**config.mk**
```make
export PLATFORM = sky130hd
export DESIGN_NAME = http_request_head_parser
export DESIGN_NICKNAME = d
export VERILOG_FILES = /design/src/hdl/hrhp_pkg.sv /design/src/hdl/hrhp_front.sv /design/src/hdl/hrhp_fifo.sv /design/src/hdl/hrhp_back.sv /design/src/hdl/http_request_head_parser.sv
export SDC_FILE = /design/constraint.sdc
export NUM_CORES = 1
export LEC_CHECK = 0
export ABC_CLOCK_PERIOD_IN_PS = 4200
export BUFFER_PORTS_ARGS = -buffer_cell sky130_fd_sc_hd__buf_4
export CORE_UTILIZATION = 40
export DETAILED_ROUTE_END_ITERATION = 6
export PLACE_DENSITY = 0.6
export SLEW_MARGIN = 30
export SYNTH_ARGS = -nofsm -noshare
export SYNTH_HDL_FRONTEND = slang
export SYNTH_HIERARCHICAL = 1
export SYNTH_SLANG_ARGS = --single-unit
```
**constraint.sdc**
```tcl
create_clock -name clk -period 4.2 [get_ports clk]
set_input_delay 0.21 -clock clk [delete_from_list [all_inputs] [get_ports clk]]
set_output_delay 0.21 -clock clk [all_outputs]
set_load 0.02 [all_outputs]
```
**src/hdl/hrhp_pkg.sv**
```systemverilog
package hrhp_pkg;

	// Character codes, after case folding
	localparam logic [7:0] CH_SP       = 8'h20;
	localparam logic [7:0] CH_CR       = 8'h0D;
	localparam logic [7:0] CH_LF       = 8'h0A;
	localparam logic [7:0] CASE_OFFSET = 8'd32;

	// Method table
	localparam int NUM_METHODS = 9;

	localparam logic [3:0] METHOD_UNKNOWN = 4'd0;

	// Status codes
	localparam logic [1:0] ST_OK          = 2'd0;
	localparam logic [1:0] ST_EMPTY_REQ   = 2'd1;
	localparam logic [1:0] ST_EMPTY_CLEN  = 2'd2;
	localparam logic [1:0] ST_NO_HOST     = 2'd3;

	// Counter limits and header name lengths
	localparam logic [3:0] TOKEN_MAX = 4'd15;
	localparam logic [4:0] LINE_MAX  = 5'd31;
	localparam logic [4:0] HOST_LEN  = 5'd5;
	localparam logic [4:0] CLEN_LEN  = 5'd15;

	localparam logic [39:0]  HOST_NAME = "host:";
	localparam logic [119:0] CLEN_NAME = "content-length:";

	// Queue between front and back
	localparam int QUEUE_DEPTH = 4;
	localparam int QUEUE_AW    = $clog2(QUEUE_DEPTH);
	localparam int QUEUE_CW    = $clog2(QUEUE_DEPTH + 1);

	// Event operation codes
	typedef enum logic [1:0] {
		OP_NONE,
		OP_CHAR,
		OP_EOL
	} op_t;

	// One classified event: an optional held-back CR, then a char, a line end or nothing
	typedef struct packed {
		logic       pre_cr;
		op_t        op;
		logic [7:0] ch;
	} evt_t;

	// Method name, left-justified, zero padded
	function automatic logic [63:0] method_name(input logic [3:0] idx);
		logic [63:0] nm;
		case (idx)
			4'd0:    nm = {"get", 40'h0};
			4'd1:    nm = {"post", 32'h0};
			4'd2:    nm = {"head", 32'h0};
			4'd3:    nm = {"put", 40'h0};
			4'd4:    nm = {"delete", 16'h0};
			4'd5:    nm = {"connect", 8'h0};
			4'd6:    nm = {"options", 8'h0};
			4'd7:    nm = {"trace", 24'h0};
			4'd8:    nm = {"patch", 24'h0};
			default: nm = 64'h0;
		endcase
		return nm;
	endfunction

	function automatic logic [3:0] method_len(input logic [3:0] idx);
		logic [3:0] len;
		case (idx)
			4'd0:    len = 4'd3;
			4'd1:    len = 4'd4;
			4'd2:    len = 4'd4;
			4'd3:    len = 4'd3;
			4'd4:    len = 4'd6;
			4'd5:    len = 4'd7;
			4'd6:    len = 4'd7;
			4'd7:    len = 4'd5;
			4'd8:    len = 4'd5;
			default: len = 4'd0;
		endcase
		return len;
	endfunction

endpackage

```
**src/hdl/hrhp_front.sv**
```systemverilog
module hrhp_front (
	input  logic              clk,
	input  logic              arst_n,
	input  logic              in_valid,
	input  logic [7:0]        in_byte,
	output logic              evt_valid,
	output hrhp_pkg::evt_t    evt
);
	import hrhp_pkg::*;

	logic       after_cr_q;
	logic       after_cr_d;
	logic [7:0] ch;

	// Fold to lower case, then split off CR handling
	always_comb begin
		ch = in_byte;
		if (in_byte inside {[8'h41:8'h5A]}) begin
			ch = in_byte + CASE_OFFSET;
		end
		evt.pre_cr = 1'b0;
		evt.op     = OP_NONE;
		evt.ch     = ch;
		after_cr_d = after_cr_q;
		if (after_cr_q && ch == CH_LF) begin
			evt.op     = OP_EOL;
			after_cr_d = 1'b0;
		end else begin
			evt.pre_cr = after_cr_q;
			if (ch == CH_CR) begin
				after_cr_d = 1'b1;
			end else if (ch == CH_LF) begin
				evt.op     = OP_EOL;
				after_cr_d = 1'b0;
			end else begin
				evt.op     = OP_CHAR;
				after_cr_d = 1'b0;
			end
		end
		evt_valid = in_valid && (evt.pre_cr || evt.op != OP_NONE);
	end

	always_ff @(posedge clk or negedge arst_n) begin
		if (!arst_n) begin
			after_cr_q <= 1'b0;
		end else if (in_valid) begin
			after_cr_q <= after_cr_d;
		end
	end

endmodule

```
**src/hdl/hrhp_fifo.sv**
```systemverilog
module hrhp_fifo (
	input  logic              clk,
	input  logic              arst_n,
	input  logic              wr_en,
	input  hrhp_pkg::evt_t    wr_data,
	output logic              full,
	input  logic              rd_en,
	output hrhp_pkg::evt_t    rd_data,
	output logic              not_empty
);
	import hrhp_pkg::*;

	evt_t                mem_q [QUEUE_DEPTH];
	logic [QUEUE_AW-1:0] wr_ptr_q;
	logic [QUEUE_AW-1:0] rd_ptr_q;
	logic [QUEUE_CW-1:0] count_q;
	logic                do_wr;
	logic                do_rd;

	assign full      = (count_q == QUEUE_CW'(QUEUE_DEPTH));
	assign not_empty = (count_q != '0);
	assign do_wr     = wr_en && !full;
	assign do_rd     = rd_en && not_empty;
	assign rd_data   = mem_q[rd_ptr_q];

	always_ff @(posedge clk) begin
		if (do_wr) begin
			mem_q[wr_ptr_q] <= wr_data;
		end
	end

	always_ff @(posedge clk or negedge arst_n) begin
		if (!arst_n) begin
			wr_ptr_q <= '0;
			rd_ptr_q <= '0;
			count_q  <= '0;
		end else begin
			if (do_wr) begin
				wr_ptr_q <= wr_ptr_q + 1'b1;
			end
			if (do_rd) begin
				rd_ptr_q <= rd_ptr_q + 1'b1;
			end
			if (do_wr && !do_rd) begin
				count_q <= count_q + 1'b1;
			end else if (do_rd && !do_wr) begin
				count_q <= count_q - 1'b1;
			end
		end
	end

endmodule

```
**src/hdl/hrhp_back.sv**
```systemverilog
module hrhp_back (
	input  logic              clk,
	input  logic              arst_n,
	input  logic              evt_valid,
	input  hrhp_pkg::evt_t    evt,
	output logic              evt_take,
	output logic              empty,
	input  logic              pop,
	output logic [3:0]        method_code,
	output logic [1:0]        status_code,
	output logic              host_present
);
	import hrhp_pkg::*;

	typedef struct packed {
		logic                   hdr;
		logic [NUM_METHODS-1:0] cand;
		logic [3:0]             tok_len;
		logic                   tok_done;
		logic [4:0]             line_len;
		logic [1:0]             hn;
		logic                   host_seen;
		logic                   elen_seen;
	} st_t;

	localparam st_t ST_INIT = '{
		hdr:       1'b0,
		cand:      '1,
		tok_len:   '0,
		tok_done:  1'b0,
		line_len:  '0,
		hn:        2'b11,
		host_seen: 1'b0,
		elen_seen: 1'b0
	};

	function automatic st_t feed(input st_t s, input logic [7:0] c);
		st_t         r;
		logic [63:0] nm;
		r  = s;
		nm = '0;
		if (!s.hdr) begin
			if (!s.tok_done) begin
				if (c == CH_SP) begin
					if (s.tok_len != '0) begin
						r.tok_done = 1'b1;
					end
				end else begin
					for (int i = 0; i < NUM_METHODS; i++) begin
						nm = method_name(4'(i));
						if (s.tok_len >= method_len(4'(i)) ||
							nm[63 - 8*int'(s.tok_len[2:0]) -: 8] != c) begin
							r.cand[i] = 1'b0;
						end
					end
					if (s.tok_len < TOKEN_MAX) begin
						r.tok_len = s.tok_len + 4'd1;
					end
				end
			end
		end else begin
			if (s.line_len < HOST_LEN && s.hn[0] &&
				HOST_NAME[39 - 8*int'(s.line_len[2:0]) -: 8] != c) begin
				r.hn[0] = 1'b0;
			end
			if (s.line_len < CLEN_LEN && s.hn[1] &&
				CLEN_NAME[119 - 8*int'(s.line_len[3:0]) -: 8] != c) begin
				r.hn[1] = 1'b0;
			end
		end
		if (s.line_len < LINE_MAX) begin
			r.line_len = s.line_len + 5'd1;
		end
		return r;
	endfunction

	// Lowest-numbered surviving method whose length equals the token length
	function automatic logic [3:0] decide(input st_t s);
		logic [3:0] m;
		m = METHOD_UNKNOWN;
		if (s.tok_len != '0) begin
			for (int i = NUM_METHODS - 1; i >= 0; i--) begin
				if (s.cand[i] && method_len(4'(i)) == s.tok_len) begin
					m = 4'(i + 1);
				end
			end
		end
		return m;
	endfunction

	st_t        st_q;
	st_t        st_mid;
	st_t        st_d;
	logic       emit;
	logic [3:0] res_method;
	logic [1:0] res_status;
	logic       res_host;
	logic       out_valid_q;
	logic       go;

	assign go       = evt_valid && (!out_valid_q || pop);
	assign evt_take = go;
	assign empty    = !out_valid_q;

	always_comb begin
		st_mid     = evt.pre_cr ? feed(st_q, CH_CR) : st_q;
		st_d       = st_mid;
		emit       = 1'b0;
		res_method = METHOD_UNKNOWN;
		res_status = ST_OK;
		res_host   = 1'b0;
		case (evt.op)
			OP_CHAR: begin
				st_d = feed(st_mid, evt.ch);
			end
			OP_EOL: begin
				if (st_mid.line_len == '0) begin
					emit = 1'b1;
					st_d = ST_INIT;
					if (!st_mid.hdr) begin
						res_status = ST_EMPTY_REQ;
					end else begin
						res_method = decide(st_mid);
						res_host   = st_mid.host_seen;
						if (st_mid.elen_seen) begin
							res_status = ST_EMPTY_CLEN;
						end else if (!st_mid.host_seen) begin
							res_status = ST_NO_HOST;
						end
					end
				end else begin
					if (!st_mid.hdr) begin
						st_d.hdr      = 1'b1;
						st_d.tok_done = 1'b1;
					end else begin
						if (st_mid.hn[0] && st_mid.line_len >= HOST_LEN) begin
							st_d.host_seen = 1'b1;
						end
						if (st_mid.hn[1] && st_mid.line_len == CLEN_LEN) begin
							st_d.elen_seen = 1'b1;
						end
					end
					st_d.line_len = '0;
					st_d.hn       = 2'b11;
				end
			end
			default: begin
				st_d = st_mid;
			end
		endcase
	end

	always_ff @(posedge clk or negedge arst_n) begin
		if (!arst_n) begin
			st_q        <= ST_INIT;
			out_valid_q <= 1'b0;
		end else begin
			if (go) begin
				st_q <= st_d;
			end
			if (go && emit) begin
				out_valid_q <= 1'b1;
			end else if (pop) begin
				out_valid_q <= 1'b0;
			end
		end
	end

	always_ff @(posedge clk) begin
		if (go && emit) begin
			method_code  <= res_method;
			status_code  <= res_status;
			host_present <= res_host;
		end
	end

endmodule

```
**src/hdl/http_request_head_parser.sv**
```systemverilog
// The event of a head's final LF is written into the event queue; once it leaves the queue and
// the result register is free, the head's result loads the result register.
// Throughput: one byte per cycle while the event queue has room; set by the update of the
// match state in the back end. Reset: arst_n clears the CR hold, the event queue,
// the match state and the result valid flag at once; no clearing pass follows.
module http_request_head_parser (
	input  logic       clk,
	input  logic       arst_n,
	input  logic       push,
	output logic       full,
	input  logic [7:0] data_byte,
	output logic       empty,
	input  logic       pop,
	output logic [3:0] method_code,
	output logic [1:0] status_code,
	output logic       host_present
);
	import hrhp_pkg::*;

	// Front end: fold case and resolve CR/LF pairs into events.
	// A held-back CR rides along with the next event as pre_cr, so every byte
	// yields at most one event and bytes that only start a CR hold yield none.
	logic front_valid;
	evt_t front_evt;

	// Queue status and back-end side
	logic q_full;
	logic q_not_empty;
	evt_t q_evt;
	logic back_take;
	logic in_xfer;

	// Accept a byte whenever the event queue has room; the queue absorbs
	// back-end stalls caused by a full result register.
	assign full    = q_full;
	assign in_xfer = push && !q_full;

	hrhp_front u_front (
		.clk       (clk),
		.arst_n    (arst_n),
		.in_valid  (in_xfer),
		.in_byte   (data_byte),
		.evt_valid (front_valid),
		.evt       (front_evt)
	);

	// Short event queue between the classifier and the matcher
	hrhp_fifo u_fifo (
		.clk       (clk),
		.arst_n    (arst_n),
		.wr_en     (front_valid),
		.wr_data   (front_evt),
		.full      (q_full),
		.rd_en     (back_take),
		.rd_data   (q_evt),
		.not_empty (q_not_empty)
	);

	// Back end: advance method/header match state, drop a finished head into
	// the result register, and hold it until the consumer pops it. An event is
	// taken in the same cycle that the waiting result transfers out.
	hrhp_back u_back (
		.clk          (clk),
		.arst_n       (arst_n),
		.evt_valid    (q_not_empty),
		.evt          (q_evt),
		.evt_take     (back_take),
		.empty        (empty),
		.pop          (pop),
		.method_code  (method_code),
		.status_code  (status_code),
		.host_present (host_present)
	);

endmodule

```
## Yosys cells after proc, flatten, opt, wreduce, memory -nomap -nowiden

Memories as Yosys holds them, arrays and structs flattened.
Index checks and enable logic that the tools add are counted.

| word-level totals | value |
|---|---|
| RAM bits | 44 |
| output and inout port bits | 9 |
| register bits after elaboration | 40 |
| memories kept | 1 |
| input bits | 12 |
| word-level logic and storage cells | 357 |

Memories:

| memory | depth | bits a word | rd ports | clocked after memory_dff | wr ports | line | source |
|---|---|---|---|---|---|---|---|
| u_fifo.mem_q | 4 | 11 | 1 | 0 | 1 | hrhp_fifo.sv:13 | `evt_t mem_q [QUEUE_DEPTH];` |

| operators by class | value |
|---|---|
| equal/unequal tests | 34 |
| shift operators | 22 |
| reductions and logical operators | 65 |
| bitwise gates (word level) | 4 |
| multiplexer cells | 175 |
| $add $sub $neg | 15 |
| magnitude comparators | 21 |

Operator list:

| operator | number |
|---|---|
| $mux W64 | 54 |
| $shiftx A71 B32 Y8 | 9 |
| $shiftx A71 B7 Y8 | 9 |
| $shiftx A127 B32 Y8 const A | 2 |
| $mux W4 | 54 |
| $shiftx A47 B32 Y8 const A | 2 |
| $ne A8 B4 Y1 const B | 11 |
| $ne A8 B8 Y1 | 11 |
| $mux W13 | 4 |
| $pmux W24 S2 | 1 |
| $ge A4 B4 Y1 | 10 |
| $mux W1 | 39 |
| $logic_and A1 B1 Y1 | 29 |
| $mux W14 | 2 |
| $sub A6 B6 Y7 const A | 4 |
| $mux W23 | 1 |
| $eq A4 B4 Y1 | 5 |
| $logic_or A1 B1 Y1 | 20 |
| $mux W2 | 10 |
| $mux W3 | 6 |
| $eq A8 B4 Y1 const B | 2 |
| $sub A7 B7 Y8 const A | 2 |
| $reduce_or A11 Y1 | 1 |
| $add A5 B1 Y5 const B | 2 |
| other kinds (31) | 46 |

## Depth between registers and ports, before layout

| depth | value |
|---|---|
| depth after elaboration | 25 |
| gate-level depth with buffers | 17 |
| depth with buffers taken out | 15 |

## Modules after synthesis

The synthesis kept the hierarchy.

By module, submodules not included:

| module | area each (um2) | instances | cells an instance |
|---|---|---|---|
| hrhp_back | 3,975.1 | 1 | 529 |
| hrhp_fifo | 2,055.7 | 1 | 92 |
| hrhp_front | 212.7 | 1 | 29 |
| http_request_head_parser | 13.8 | 1 | 1 |

## Worst setup path after synthesis

Ideal clock, no wire load.

| timing | value |
|---|---|
| path type | register to register |
| from | reg u_fifo.rd_ptr_q[0] |
| to | reg u_back/st_q[3] (netlist bit) |
| period minus slack after synthesis | 3.842 ns |
| slack | 0.358 ns |
| setup time | 0.062 ns |
| arrival time | 3.780 ns |
| cell stages (with the launch flop) | 15 |
| required time | 4.138 ns |
| cell sequence | dfrtp_1 -> buf_6 -> mux4_1 -> and2_1 -> a21oi_1 -> buf_2 -> buf_1 -> ha_1 -> inv_1 -> xnor2_2 -> nor2_1 -> a2111oi_0 -> o21ai_0 -> a2111oi_0 -> a41o_1 |

RTL lines:

| item | line | source |
|---|---|---|
| start, declared | hrhp_fifo.sv:15 | `logic [QUEUE_AW-1:0] rd_ptr_q;` |
| start signal, assigned | hrhp_fifo.sv:42 | `rd_ptr_q <= rd_ptr_q + 1'b1;` |
| end signal, assigned | hrhp_back.sv:159 | `st_q <= st_d;` |
| end, declared | hrhp_back.sv:91 | `st_t st_q;` |

==> impl_results.md <==
- Via count: 5324
- Nets@finish: 704
- Avg WL per Cell: 19.3 um
- Vias in the first global route: 5189
- Worst Setup Path Type: reg2reg
- H-tree levels: 3
- Synthesized area: 0.00626 sq mm
- Post-synthesis sequential area ratio: 37.9%
- Pin count of the biggest net entering global routing: 34
- Achievable frequency: 0.261 GHz
- Post-Synth Adder-Cell Area: 5.72%
- Core Util, Final: 45.6%
- Crit-path max FO: 14
- Initial Util: 41.0%
- Ys flop type: edfxtp_1
- Grt total ovfl: 0
- Die area: 0.0161 sq mm
- Core area: 0.0153 sq mm
- Mapped Cells: 651
- GP Congestion: 0.932
- Setup violations, final: 0
- Number of DRC markers in iteration 0: 544
- IO Pins: 21
- Yosys cell types: 92
- Synth Area in XOR/XNOR: 5.52%
- FF+latch count, synth: 84
- CTS sink cnt: 84
- Layout cells sized above 1: 16.1%
- CTS tree: built
- Clk buf depth: 2
- Dpl hpwl: 12300 um
- Minimum clock period: 3830 ps
- # Post-CTS Setup Buffers: 0
- Initial antenna violation count: 0
- CTS buffer count: 9
- Via density: 6.05
- Hold Crit Class: in2reg
- Buffers on Ports: 20
- Detailed-route DRC error count: 0
- Clock Skews: 7.96 ps
- Final Slew Violations: 0
- Ys Warns: 6
- Crit share post-route: 91.1%
- FP Rows: 45
- Setup crit end kind: flip-flop
- Drt pass-1 iters: 5
- CP required: 4490 ps
- Status: complete, no violations
- Max Cap Violations: 0
- Root Driver: clkbuf_16
- Unrepaired setup endpoints after global routing: no
- Syn Nets: 691
- Die height: 127 um
- FFs w/ async S/R, synth: 39.3%
- Slew HR: 51.9%
- Area Overhead vs Synth: 11.2%
- Compound-cell area share of the yosys netlist: 20.6%
- Critical Path Source Type: flip-flop
- Post-synth EDFFs: 51
- Drt total wl: 17000 um
- Clock Latency Late Sink: 350 ps
- ANT nets after route: 0
- Post-Synth Simple-Gate Area: 18.9%
- Least-Margin Pin Slew: 715 ps
- # diodes: 0
- Mux share of post-synthesis cell area: 5.86%
- Final hold vios: 0
- Syn Area/Cell: 9.61 sq um
- DP Worst Slack: 458 ps
- Critical path arrival: 4120 ps
- Main combinational cell family by area after synthesis: compound AO/OA/AOI/OAI gates
- Setup TNS: 0 ps
- Gr usage total: 21.9%
- Most frequent cells in the layout: 53 x buf_4, 53 x nand2_1, 51 x edfxtp_1, 42 x a21oi_1, 39 x nor2_1
- Die X: 127 um
- Final WS setup: 375 ps
- First-pass GRT wire length: 27400 um
- Clock slew at reported path FFs: 60 ps
[logic make-up (layout without fill, tap and decap cells)]
kind of cell,after synthesis,in the layout
flip-flops,84,84
adder cells (fa/ha/maj),28,28
AND/OR/NAND/NOR,217,217
XOR/XNOR,37,37
AO/OA/AOI/OAI,187,187
multiplexers,19,19
buffers and inverters,79,97
[metal layers]
metal	GRT usage (%)	part of all wire, %	up-vias
met5	0	0	-
met4	10.3	3.5	0
met3	4.15	7.3	46
met2	36.1	48	232
met1	27.7	41	2582
li1	-	-	2464
[registers in the layout (all words and copies together), names as in the netlist, 2 cells and up]
register and count:
u_fifo/mem_q 44, u_back/st_q 24, u_back/method_code 4, u_fifo/count_q 3, u_back/status_code 2, u_fifo/rd_ptr_q 2
u_fifo/wr_ptr_q 2
[stage by stage]
stage / instance area, sq um / hold slack (ps) / std cells
global route: 6960 / 82.4 / 880
floorplan: 6260 / -85.6 / 651
finish: 6960 / 88.1 / 880
CTS: 6960 / 80.3 / 880
global placement: 6680 / 195 / 863
detailed placement: 6680 / 200 / 863
[cells in the mapped netlist, types with 16 or more instances]
library cell | n | share of area [%]
inv_1 | 24 | 1.4
edfxtp_1 | 51 | 24
xnor2_1 | 26 | 3.6
clkbuf_1 | 34 | 2.0
nor2_1 | 39 | 2.3
nand2_1 | 53 | 3.2
o21ai_0 | 35 | 2.8
nand3_1 | 23 | 1.8
a21oi_1 | 42 | 3.4
dfrtp_1 | 22 | 8.8
ha_1 | 27 | 5.4
nor3_1 | 16 | 1.3
[critical path: stages, from the launching register on]
cell and delay [ps]:
dfrtp_1 360, mux4_1 630, buf_4 220, o21ai_0 380, nor2_1 140, inv_1 110
ha_1 250, inv_1 130, xnor2_2 370, nor2_1 100, a2111oi_0 340, o21ai_0 140
a2111oi_0 390, a41o_1 220
[worst paths after layout]
path,cells after the start,endpoint,slack (ps),from
worst max-delay path,13,u_back/st_q[3],370,u_fifo/rd_ptr_q[0]
worst min-delay path,1,u_fifo/mem_q[1][3],90,data_byte[3]
worst max register to register,13,u_back/st_q[3],370,u_fifo/rd_ptr_q[0]
worst min register to register,2,u_back/st_q[19],500,u_back/st_q[19]
max in group asynchronous,2,u_back/st_q[2],3470,arst_n
min in group asynchronous,2,u_fifo/wr_ptr_q[1],350,arst_n
[area by class of cell]
| class | instances | area, sq um |
|---|---|---|
| clock buffer | 10 | 229 |
| multi-input combinational | 488 | 3540 |
| timing repair buffer | 54 | 408 |
| fill | 1464 | 8300 |
| inverter | 27 | 101 |
| sequential | 84 | 2370 |
| tap | 211 | 264 |
| clock inverter | 6 | 40.0 |
[what timing repair did]
item                      CTS  global route
hold endpoints to repair   22             0
resized for setup           0             0
hold buffers                1             0
Power is not shown: default switching activity piles up to over one toggle a cycle in this logic, so the estimate is an artifact.
